--- src/rtl/core/bba_pkg.sv ---
// Shared widths, operation codes and defaults for the bitmap block allocator.
`timescale 1ns / 1ps

package bba_pkg;

  localparam int IDX_W = 16;   // block_index / result_index width
  localparam int CNT_W = 17;   // free counter width
  localparam int OP_W  = 2;

  localparam int NBLOCKS_DEF   = 65536;
  localparam int WORD_BITS_DEF = 64;
  localparam int START_RESET   = 65536;
  localparam int CNT_MAX       = 131071;

  localparam logic [OP_W-1:0] OP_ALLOC   = 2'd0;
  localparam logic [OP_W-1:0] OP_RELEASE = 2'd1;
  localparam logic [OP_W-1:0] OP_READ    = 2'd2;
  localparam logic [OP_W-1:0] OP_WRITE   = 2'd3;

endpackage

--- src/rtl/core/bba_idx_div.sv ---
// Splits a block number into bitmap word address and bit position (2-stage).
`timescale 1ns / 1ps

module bba_idx_div import bba_pkg::*; #(
  parameter int WORD_BITS = WORD_BITS_DEF,
  parameter int AW        = 10
) (
  input  logic                           clk,
  input  logic [IDX_W-1:0]               idx,
  output logic [AW-1:0]                  word,
  output logic [$clog2(WORD_BITS)-1:0]   bpos
);

  localparam int BW    = $clog2(WORD_BITS);
  // exact reciprocal for every IDX_W-bit dividend
  localparam int SH    = IDX_W + BW;
  localparam int RECIP = ((1 << SH) + WORD_BITS - 1) / WORD_BITS;
  localparam int PW    = IDX_W + 18;

  logic [PW-1:0]    prod;
  logic [IDX_W-1:0] q_r;
  logic [IDX_W-1:0] rem;
  logic [AW-1:0]    word_r;
  logic [BW-1:0]    bpos_r;

  assign prod = PW'(idx) * PW'(RECIP);
  assign rem  = idx - IDX_W'(q_r * IDX_W'(WORD_BITS));

  always_ff @(posedge clk) begin
    q_r    <= IDX_W'(prod >> SH);
    word_r <= AW'(q_r);
    bpos_r <= rem[BW-1:0];
  end

  assign word = word_r;
  assign bpos = bpos_r;

endmodule

--- config.mk ---
export PLATFORM = sky130hd
export DESIGN_NAME = bba_idx_div
export DESIGN_NICKNAME = d
export VERILOG_FILES = /design/src/rtl/core/bba_pkg.sv /design/src/rtl/core/bba_idx_div.sv
export SDC_FILE = /design/constraint.sdc
export NUM_CORES = 1
export LEC_CHECK = 0
export BUFFER_PORTS_ARGS = -buffer_cell sky130_fd_sc_hd__buf_2
export CELL_PAD_IN_SITES_DETAIL_PLACEMENT = 1
export CELL_PAD_IN_SITES_GLOBAL_PLACEMENT = 2
export CORE_MARGIN = 8
export CORE_UTILIZATION = 21
export CTS_CLUSTER_SIZE = 24
export DETAILED_ROUTE_END_ITERATION = 10
export PLACE_DENSITY_LB_ADDON = 0.1
export SYNTH_ARGS = -nofsm -noshare
export SYNTH_HDL_FRONTEND = slang
export SYNTH_SLANG_ARGS = --single-unit
--- constraint.sdc ---
create_clock -name clk -period 0.8 [get_ports clk]
set_clock_uncertainty 0.2 [all_clocks]
set_input_delay 0.04 -clock clk [delete_from_list [all_inputs] [get_ports clk]]
set_output_delay 0.04 -clock clk [all_outputs]
set_load 0.05 [all_outputs]
* Word-level counts from Yosys, hierarchy flattened *
Cells that the tools add are included.

operators by class
  reductions and logical operators = 0
  shift-type cells = 0
  equal/unequal tests = 0
  multiplexer cells = 0
  add/subtract/negate cells = 1
  $mul = 0
  divide/modulo/power cells = 0
  order comparisons = 0
  bitwise logic cells = 0

operators with widths
  kind                                              number
  subtractor 6 x 1 -> 6 bit, second input constant  1

storage, ports and cells
  flip-flop bits (word level) = 26
  bits of input ports = 17
  latch bits = 0
  logic and storage cells = 4
  output and inout bits = 16
  memories = 0
  bits in read-only memories = 0
  RAM bits = 0

* Longest topological paths before layout *
Gate-level depths: netlist (run 1).

  word-level depth = 1
  mapped depth = 0
  mapped depth without buffers = 0

* Worst setup path before layout (run 1) *
Ideal clock, no wire load.

  kind = flip-flop to output port
  start point = register bpos_r[0] (netlist: bpos[0])
  end point = output port bpos[0]
  data required time = 0.560 ns
  arrival time = 0.587 ns
  cell stages (with the launch flop) = 1
  setup slack = -0.027 ns
  cells stage by stage = dfxtp_1

RTL lines
  what                    RTL line           text
  from (decl)             bba_idx_div.sv:24  logic [BW-1:0] bpos_r;
  from (signal assigned)  bba_idx_div.sv:32  bpos_r <= rem[BW-1:0];
  to (decl)               bba_idx_div.sv:11  output logic [$clog2(WORD_BITS)-1:0] bpos

No word-level cell between the ends.

* Final worst setup path (run 1) *
  start point = register bpos_r[5] (netlist: bpos[5])
  end point = output port bpos[5]

No word-level cell between the ends.

==> results.txt, run 1 <==
CTS tree - done
GR Overflow Total - 0
failing checks - setup timing
maximum VDD drop - 1.36 mV
Pre-antenna DRT Iters - 3
nets - 96
area of the multi-input gates - 0 µm²
Setup WS post-layout - -0.253 ns
Worst path slowest cell - dfxtp_2
multi-input gates - 0
total number of vias - 377
Buf+Inv Stages, Crit Path - 1
diodes inserted - 0
top post-synthesis cells by area - dfxtp_1
Post-Route WL - 1120 µm
leading area contributor after synthesis - dfxtp_1
fmax - 950 MHz
Clock Latency Late Sink - 0.31 ns
nature of the critical path startpoint - flip-flop
max-cap violation count - 0
CP Class - reg -> out
Clock Sinks - 26
Gate power share - 14.1%
Syn Area/Cell - 20.0 µm²
worst-path fanout max - 1
placed cell count - 88
Post-Syn Nets - 43
vias in the first global route - 428
maximum buffer depth of the clock tree - 2
IO buf count - 32
drt wl/cell - 10.4 µm
clock power share - 33.0%
Post-DP Area - 738 µm²
Pleak - 0.496 nW
Switching Share - 22.0%
Post-Layout Cell Count - 108
CTS Buf Count - 3
Clock transition at path regs - 0.14 ns
Reg power frac - 52.9%
Fin. Hold Viols - 0
Die ar. - 4330 µm²
PwrDens - 2390 nW/µm²
Vias per Instance - 3.49
Syn Std Cell Area - 520 µm²
sequential share of the synthesized area - 100%
area share of the largest cell type after synthesis - 100%
Setup TNS - -3.94 ns
post-layout minimum cycle time - 1.05 ns
GP Congestion - 0.567
share of layout cells above drive strength 1 - 66.7%
fillers - 243
Routed Antenna Nets - 0
worst-margin pin slew - 0.136 ns
Slew HR - 90.9%
kind of end point of the critical path - output port
post-route cell area - 1110 µm²
row cnt - 18
Pins Over Slew Limit - 0
CP delay by family, top - flip-flops
Post-CTS Setup Bufs - 0
CTS Root Cell - clkbuf_4
Max stage delay on crit path - 0.36 ns
CP arrival - 0.81 ns
Core Area - 2410 µm²
status - complete, but fails checks
die extent in y - 65.8 µm
post-synthesis cell count - 26
Yosys warnings - 0
RSZ-0062 raised after global routing - true
CTS H-tree lvls - 1
Crit path required time - 0.56 ns
synth unique cells - 1
residual DRC count - 0
antenna violations before repair - 0
Ports - 33
CP cell instances - buf_8
first-pass GRT wire length - 1750 µm
min-delay worst type - reg -> reg
Internal - 0.00207 W
period utilization - 132%
area grow syn2layout - 113%
Net Sw Power - 0.000584 W
Yosys reg bits - 26
pin count of the biggest net entering global routing - 16
Total GRT Usage - 5.58%
Iteration-0 DRC Markers - 6
final setup vio count - 16
total power - 0.00265 W
Initial Util - 21.6%
Horiz. Die Dim - 65.8 µm
state kept, by name, summed over array words and instances (netlist names):
name / cells
q_r: 10
bpos: 6
word: 10
placed cells by master, fill, tap and decap left out:
master and instances:
buf_2 16, buf_8 16, bufinv_16 1, clkbuf_4 3, dfxtp_1 10, dfxtp_2 16, dlygate4sd3_1 16
layout make-up:
class / instances / area [µm²] / area share (%)
Clock buffer: 3 / 22.5 / 2.03
Clock inverter: 1 / 30.0 / 2.70
Sequential cell: 26 / 541 / 48.6
Tap cell: 30 / 37.5 / 3.38
Timing Repair Buffer: 48 / 480 / 43.2
Yosys cell counts:
cell type  count
dfxtp_1       26
logic make-up (layout without fill, tap and decap cells):
logic type	Yosys count	in the layout	synth area share [%]
flops	26	26	100
buf+inv	0	52	0
power by group through the flow:
stage               combinational, W  clock [W]  sequential (W)
finish                      0.000375   0.000874         0.00140
floorplan                          0          0         0.00157
global route                0.000388   0.000968         0.00141
CTS                         0.000373   0.000922         0.00140
global placement            0.000233          0         0.00141
detailed placement          0.000234          0         0.00142
worst paths after layout:
| path | start | to | slack [ns] | cells after the start |
|---|---|---|---|---|
| worst min register to register | q_r[0] | word[0] | 0.14 | 0 |
| worst max-delay path | bpos[5] | bpos[5] | -0.25 | 1 |
| worst min-delay path | q_r[0] | word[0] | 0.14 | 0 |
| worst max register to register | q_r[4] | word[4] | 0.19 | 0 |
repair_timing:
item,CTS,global route
endpoints found under the setup margin,16,16
gates resized for setup,46,2
hold endpoints to repair,16,0
hold buffers,16,0
pin swaps,0,0
per-stage QoR:
step	utilization, %	setup slack (ns)	hold WS (ns)
finish	46.1	-0.253	0.136
floorplan	-	0.106	-0.132
global route	46.1	-0.314	0.130
detailed placement	30.6	0.0133	-0.0556
global placement	30.6	0.0154	-0.0561
CTS	45.8	-0.278	0.124
routing by layer:
| metal | up-vias | GRT usage, % | wire length (µm) |
|---|---|---|---|
| met5 | - | 0 | 0 |
| met4 | 0 | 4.90 | 4 |
| met3 | 2 | 2.37 | 120 |
| met2 | 17 | 10.8 | 662 |
| met1 | 177 | 3.86 | 331 |
| li1 | 181 | - | - |
Power figures use the tool's default switching activity.
==> run 2: changes to the inputs <==
--- a/config.mk
+++ b/config.mk
@@ -9,7 +9,7 @@
 export CELL_PAD_IN_SITES_DETAIL_PLACEMENT = 1
 export CELL_PAD_IN_SITES_GLOBAL_PLACEMENT = 2
 export CORE_MARGIN = 8
-export CORE_UTILIZATION = 21
+export CORE_UTILIZATION = 24
 export CTS_CLUSTER_SIZE = 24
 export DETAILED_ROUTE_END_ITERATION = 10
 export PLACE_DENSITY_LB_ADDON = 0.1
==> constraint.sdc (replaced) <==
create_clock -name clk -period 1 [get_ports clk]
set_clock_uncertainty 0.2 [all_clocks]
set_input_delay 0.05 -clock clk [delete_from_list [all_inputs] [get_ports clk]]
set_output_delay 0.05 -clock clk [all_outputs]
set_load 0.05 [all_outputs]
==> results.txt, run 2 (synthesized netlist as in run 1, its figures left out) <==
status - complete, but fails checks
failing checks - setup timing
drt wl/cell - 11.8 µm (+14%)
placed cell count - 86 (-2.3%)
min-delay worst type - reg -> reg
max-cap violation count - 0 (unchanged)
Initial Util - 24.5% (+2.9 points)
RSZ-0062 raised after global routing - true
Setup WS post-layout - -0.0566 ns (+0.197 ns)
Total GRT Usage - 6.82% (+1.2 points)
multi-input gates - 0 (unchanged)
area of the multi-input gates - 0 µm² (unchanged)
Crit path required time - 0.75 ns (+0.19 ns)
residual DRC count - 0 (unchanged)
Max stage delay on crit path - 0.36 ns (about the same)
antenna violations before repair - 0 (unchanged)
Die ar. - 3920 µm² (-9.5%)
Post-Layout Cell Count - 106 (-1.9%)
nets - 96 (unchanged)
Slew HR - 91.4% (+0.54 points)
Core Area - 2130 µm² (-12%)
CTS Root Cell - clkbuf_4
Routed Antenna Nets - 0 (unchanged)
Horiz. Die Dim - 62.6 µm (-4.9%)
GR Overflow Total - 0 (unchanged)
period utilization - 106%
Buf+Inv Stages, Crit Path - 1 (unchanged)
fillers - 215 (-12%)
CTS Buf Count - 3 (unchanged)
post-layout minimum cycle time - 1.06 ns
CP Class - reg -> out
Pins Over Slew Limit - 0 (unchanged)
Iteration-0 DRC Markers - 6 (unchanged)
fmax - 946 MHz
Clock Sinks - 26 (unchanged)
CTS tree - done
Crit path depth - 1 (unchanged)
GP Congestion - 0.604 (+6.6%)
PwrDens - 1770 nW/µm² (-26%)
area grow syn2layout - 108%
Clock Latency Late Sink - 0.30 ns (about the same)
kind of end point of the critical path - output port
Pre-antenna DRT Iters - 2 (-1)
Pleak - 0.486 nW (-2.0%)
Fin. Hold Viols - 0 (unchanged)
nature of the critical path startpoint - flip-flop
diodes inserted - 0 (unchanged)
worst-margin pin slew - 0.128 ns (-0.00804 ns)
Clock transition at path regs - 0.13 ns (about the same)
hold path depth - 0 (unchanged)
Ports - 33 (unchanged)
CP delay by family, top - flip-flops
row cnt - 17 (-1)
CP cell instances - buf_8
final setup vio count - 16 (unchanged)
total power - 0.00192 W (-28%)
vias in the first global route - 491 (+15%)
Post-Route WL - 1250 µm (+12%)
first-pass GRT wire length - 2090 µm (+20%)
Worst path slowest cell - dfxtp_2
maximum VDD drop - 0.625 mV (-54%)
CTS H-tree lvls - 1 (unchanged)
total number of vias - 381 (+1.1%)
maximum buffer depth of the clock tree - 2 (unchanged)
IO buf count - 32 (unchanged)
dpl ws - 0.189 ns (+0.176 ns)
Post-CTS Setup Bufs - 0 (unchanged)
register area - 541 µm² (unchanged)
most frequent cells in the layout - dfxtp_2, dlygate4sd3_1, buf_2
die extent in y - 62.6 µm (-4.9%)
CP arrival - 0.81 ns (about the same)
Vias per Instance - 3.59 (+3.0%)
pin count of the biggest net entering global routing - 15 (-1)
share of layout cells above drive strength 1 - 66.7% (unchanged)
R2R cell count - 0 (unchanged)
worst-path fanout max - 1 (unchanged)
==> run 2: changes by cell type in the layout (fill, tap and decap cells not counted) <==
cell	before	now
buf_8	16	14
buf_6	0	2
clkbuf_8	0	1
bufinv_16	1	0
==> run 2: stage by stage <==
stage                     util (%)  setup TNS, ns  hold slack (ns)  instance area [µm²]
final                         51.0         -0.793            0.136                 1080
after global routing          51.0          -1.50            0.141                 1080
after CTS                     50.5          -1.12            0.137                 1070
after detailed placement      33.6              0          -0.0461                  716
after global placement        33.6              0          -0.0472                  716
after floorplan                  -              0           -0.122                  520
==> run 2: final cells by class <==
type | instances | area share [%]
clock buffers | 4 | 3.34
flip-flops and latches | 26 | 49.8
repair buffers | 48 | 43.6
well taps | 28 | 3.23
==> run 2: worst paths after layout <==
kind	startpoint	end	slack, ns
setup / recovery	word[5]	word[5]	-0.06
hold / removal	q_r[4]	word[4]	0.14
setup reg to reg	q_r[2]	word[2]	0.39
hold reg to reg	q_r[4]	word[4]	0.14
==> run 2: power breakdown <==
| group | switching [W] | internal (W) | leakage (nW) |
|---|---|---|---|
| combinational | 0.000150 | 0.000148 | 0.246 |
| sequential | 0.0000252 | 0.00110 | 0.219 |
| clock | 0.000279 | 0.000222 | 0.0210 |
==> run 2: what timing repair did <==
action                                  4_1_cts  5_1_grt
endpoints found under the hold margin        16        0
pin swaps                                     0        0
endpoints found under the setup margin       16       16
gates resized for setup                      59        3
hold buffers                                 16        0
==> run 2: metal layers <==
layer	track usage [%]	wire, µm	vias up
li1	-	-	182
met1	5.00	375	184
met2	13.8	778	15
met3	3.23	99	0
met4	3.42	0	0
met5	0	0	-
==> run 3: changes to the inputs <==
--- a/config.mk
+++ b/config.mk
@@ -10,9 +10,10 @@
 export CELL_PAD_IN_SITES_GLOBAL_PLACEMENT = 2
 export CORE_MARGIN = 8
 export CORE_UTILIZATION = 24
-export CTS_CLUSTER_SIZE = 24
+export CTS_CLUSTER_SIZE = 25
 export DETAILED_ROUTE_END_ITERATION = 10
-export PLACE_DENSITY_LB_ADDON = 0.1
+export MAX_ROUTING_LAYER = met4
+export PLACE_DENSITY = 0.71
 export SYNTH_ARGS = -nofsm -noshare
 export SYNTH_HDL_FRONTEND = slang
 export SYNTH_SLANG_ARGS = --single-unit
==> results.txt, run 3 (synthesized netlist as in run 1, its figures left out) <==
status - complete, but fails checks
failing checks - setup timing
Gate power share - 16.6% (+1.1 points)
post-detail-place hpwl - 814 µm
CP delay by family, top - flip-flops
fillers - 202 (-6.0%)
worst-margin pin slew - 0.120 ns (-0.00869 ns)
period utilization - 105% (-0.28 points)
Vias per Instance - 3.58 (-0.37%)
CTS H-tree lvls - 1 (unchanged)
nets - 96 (unchanged)
Routed Antenna Nets - 0 (unchanged)
min-delay worst type - reg -> reg
antenna violations before repair - 0 (unchanged)
area of the multi-input gates - 0 µm² (unchanged)
post-layout util - 50.5% (-0.47 points)
Initial Util - 24.5% (unchanged)
residual DRC count - 0 (unchanged)
Pre-antenna DRT Iters - 2 (unchanged)
Pins Over Slew Limit - 0 (unchanged)
Net Sw Power - 0.000431 W (-5.0%)
CTS Root Cell - clkbuf_4
post-layout minimum cycle time - 1.05 ns (-0.00281 ns)
Die ar. - 3920 µm² (unchanged)
clock power share - 21.7% (-4.4 points)
Clock Latency Late Sink - 0.30 ns (about the same)
area grow syn2layout - 106%
Total GRT Usage - 7.68% (+0.86 points)
Clock transition at path regs - 0.12 ns (about the same)
R2R cell count - 0 (unchanged)
most frequent cells in the layout - dfxtp_2, dlygate4sd3_1, buf_2
Post-Layout Cell Count - 105 (-0.94%)
Horiz. Die Dim - 62.6 µm (unchanged)
Buf+Inv Stages, Crit Path - 1 (unchanged)
vias in the first global route - 459 (-6.5%)
nature of the critical path startpoint - flip-flop
diodes inserted - 0 (unchanged)
GR Layer Usage met1 - 7.18% (+2.2 points)
hold worst-path end - word[3]
R2R Path End - word[5]
fmax - 949 MHz (+0.27%)
hold path startpoint - q_r[3]
Clock Sinks - 26 (unchanged)
met3 usage - 5.73% (+2.5 points)
Max stage delay on crit path - 0.36 ns (about the same)
worst reg2reg startpoint - q_r[5]
placed cell count - 86 (unchanged)
final setup vio count - 16 (unchanged)
GP Congestion - 0.662 (+9.4%)
Ports - 33 (unchanged)
maximum buffer depth of the clock tree - 2 (unchanged)
share of layout cells above drive strength 1 - 66.2% (-0.43 points)
CP arrival - 0.80 ns (about the same)
IO buf count - 32 (unchanged)
PwrDens - 1690 nW/µm² (-4.5%)
Setup TNS - -0.653 ns (+0.140 ns)
multi-input gates - 0 (unchanged)
CP cell instances - buf_8
Internal - 0.00139 W (-5.4%)
first-pass GRT wire length - 2200 µm (+5.3%)
max-cap violation count - 0 (unchanged)
CTS tree - done
FF-to-FF setup slack - 0.38 ns (about the same)
Core Area - 2130 µm² (unchanged)
die extent in y - 62.6 µm (unchanged)
drt wl/cell - 12.8 µm (+8.3%)
row cnt - 17 (unchanged)
Post-Route WL - 1340 µm (+7.3%)
Iteration-0 DRC Markers - 3 (-3)
total number of vias - 376 (-1.3%)
maximum VDD drop - 1.43 mV (+130%)
RSZ-0062 raised after global routing - true
GR Overflow Total - 0 (unchanged)
CTS Buf Count - 3 (unchanged)
Pleak - 0.480 nW (-1.2%)
Switching Share - 23.7% (+0.078 points)
Slew HR - 92.0% (+0.58 points)
worst-path fanout max - 1 (unchanged)
Crit path required time - 0.75 ns (about the same)
pin count of the biggest net entering global routing - 14 (-1)
met2 Use GR - 12.4% (-1.4 points)
Setup WS post-layout - -0.0538 ns (+0.00281 ns)
Fin. Hold Viols - 0 (unchanged)
busiest grt layer - met2
hold path depth - 0 (unchanged)
Reg power frac - 61.7% (+3.3 points)
kind of end point of the critical path - output port
CP Class - reg -> out
worst hold slack - 0.133 ns (-0.00272 ns)
Worst path slowest cell - dfxtp_2
[run 3: changes by cell type in the layout (fill, tap and decap cells not counted), sizes merged]
cell and change:
clkbuf -1
[run 3: cell type report]
cell class            instances  area (µm²)  area share (%)
sequential                   26         541            50.3
timing repair buffer         48         477            44.4
tap                          28        35.0            3.26
clock buffer                  3        22.5            2.10
[run 3: repair_timing]
action | CTS | global route
hold buffers | 16 | 0
setup endpoints to repair | 16 | 16
resized for setup | 62 | 1
hold endpoints to repair | 16 | 0
buffers inserted | 0 | 0
[run 3: worst max path at each step]
stage | startpoint | endpoint | slack, ns | cells past startpoint
global route | bpos[2] | bpos[2] | -0.11 | 1
floorplan | bpos[0] | bpos[0] | 0.16 | 0
finish | bpos[2] | bpos[2] | -0.05 | 1
global placement | bpos[5] | bpos[5] | 0.21 | 1
CTS | bpos[2] | bpos[2] | -0.07 | 1
detailed placement | bpos[2] | bpos[2] | 0.19 | 1
[run 3: through the flow]
step	setup slack, ns	power, W	cell area [µm²]
2_1_floorplan	0.163	0.00125	520
3_3_place_gp	0.205	0.00131	716
3_5_place_dp	0.194	0.00131	716
4_1_cts	-0.0722	0.00184	1070
5_1_grt	-0.108	0.00191	1070
6_report	-0.0538	0.00182	1070
[run 3: power by group through the flow]
stage / Sequential (W) / Clock [W] / Combinational (W)
2_1_floorplan: 0.00125 / 0 / 0
3_3_place_gp: 0.00112 / 0 / 0.000187
3_5_place_dp: 0.00113 / 0 / 0.000187
4_1_cts: 0.00112 / 0.000421 / 0.000299
5_1_grt: 0.00113 / 0.000469 / 0.000314
6_report: 0.00112 / 0.000395 / 0.000302
[run 3: per-layer routing]
layer	share of wire (%)	up-vias
li1	-	182
met3	11	0
met4	0	0
met2	50	31
met5	0	-
met1	40	163
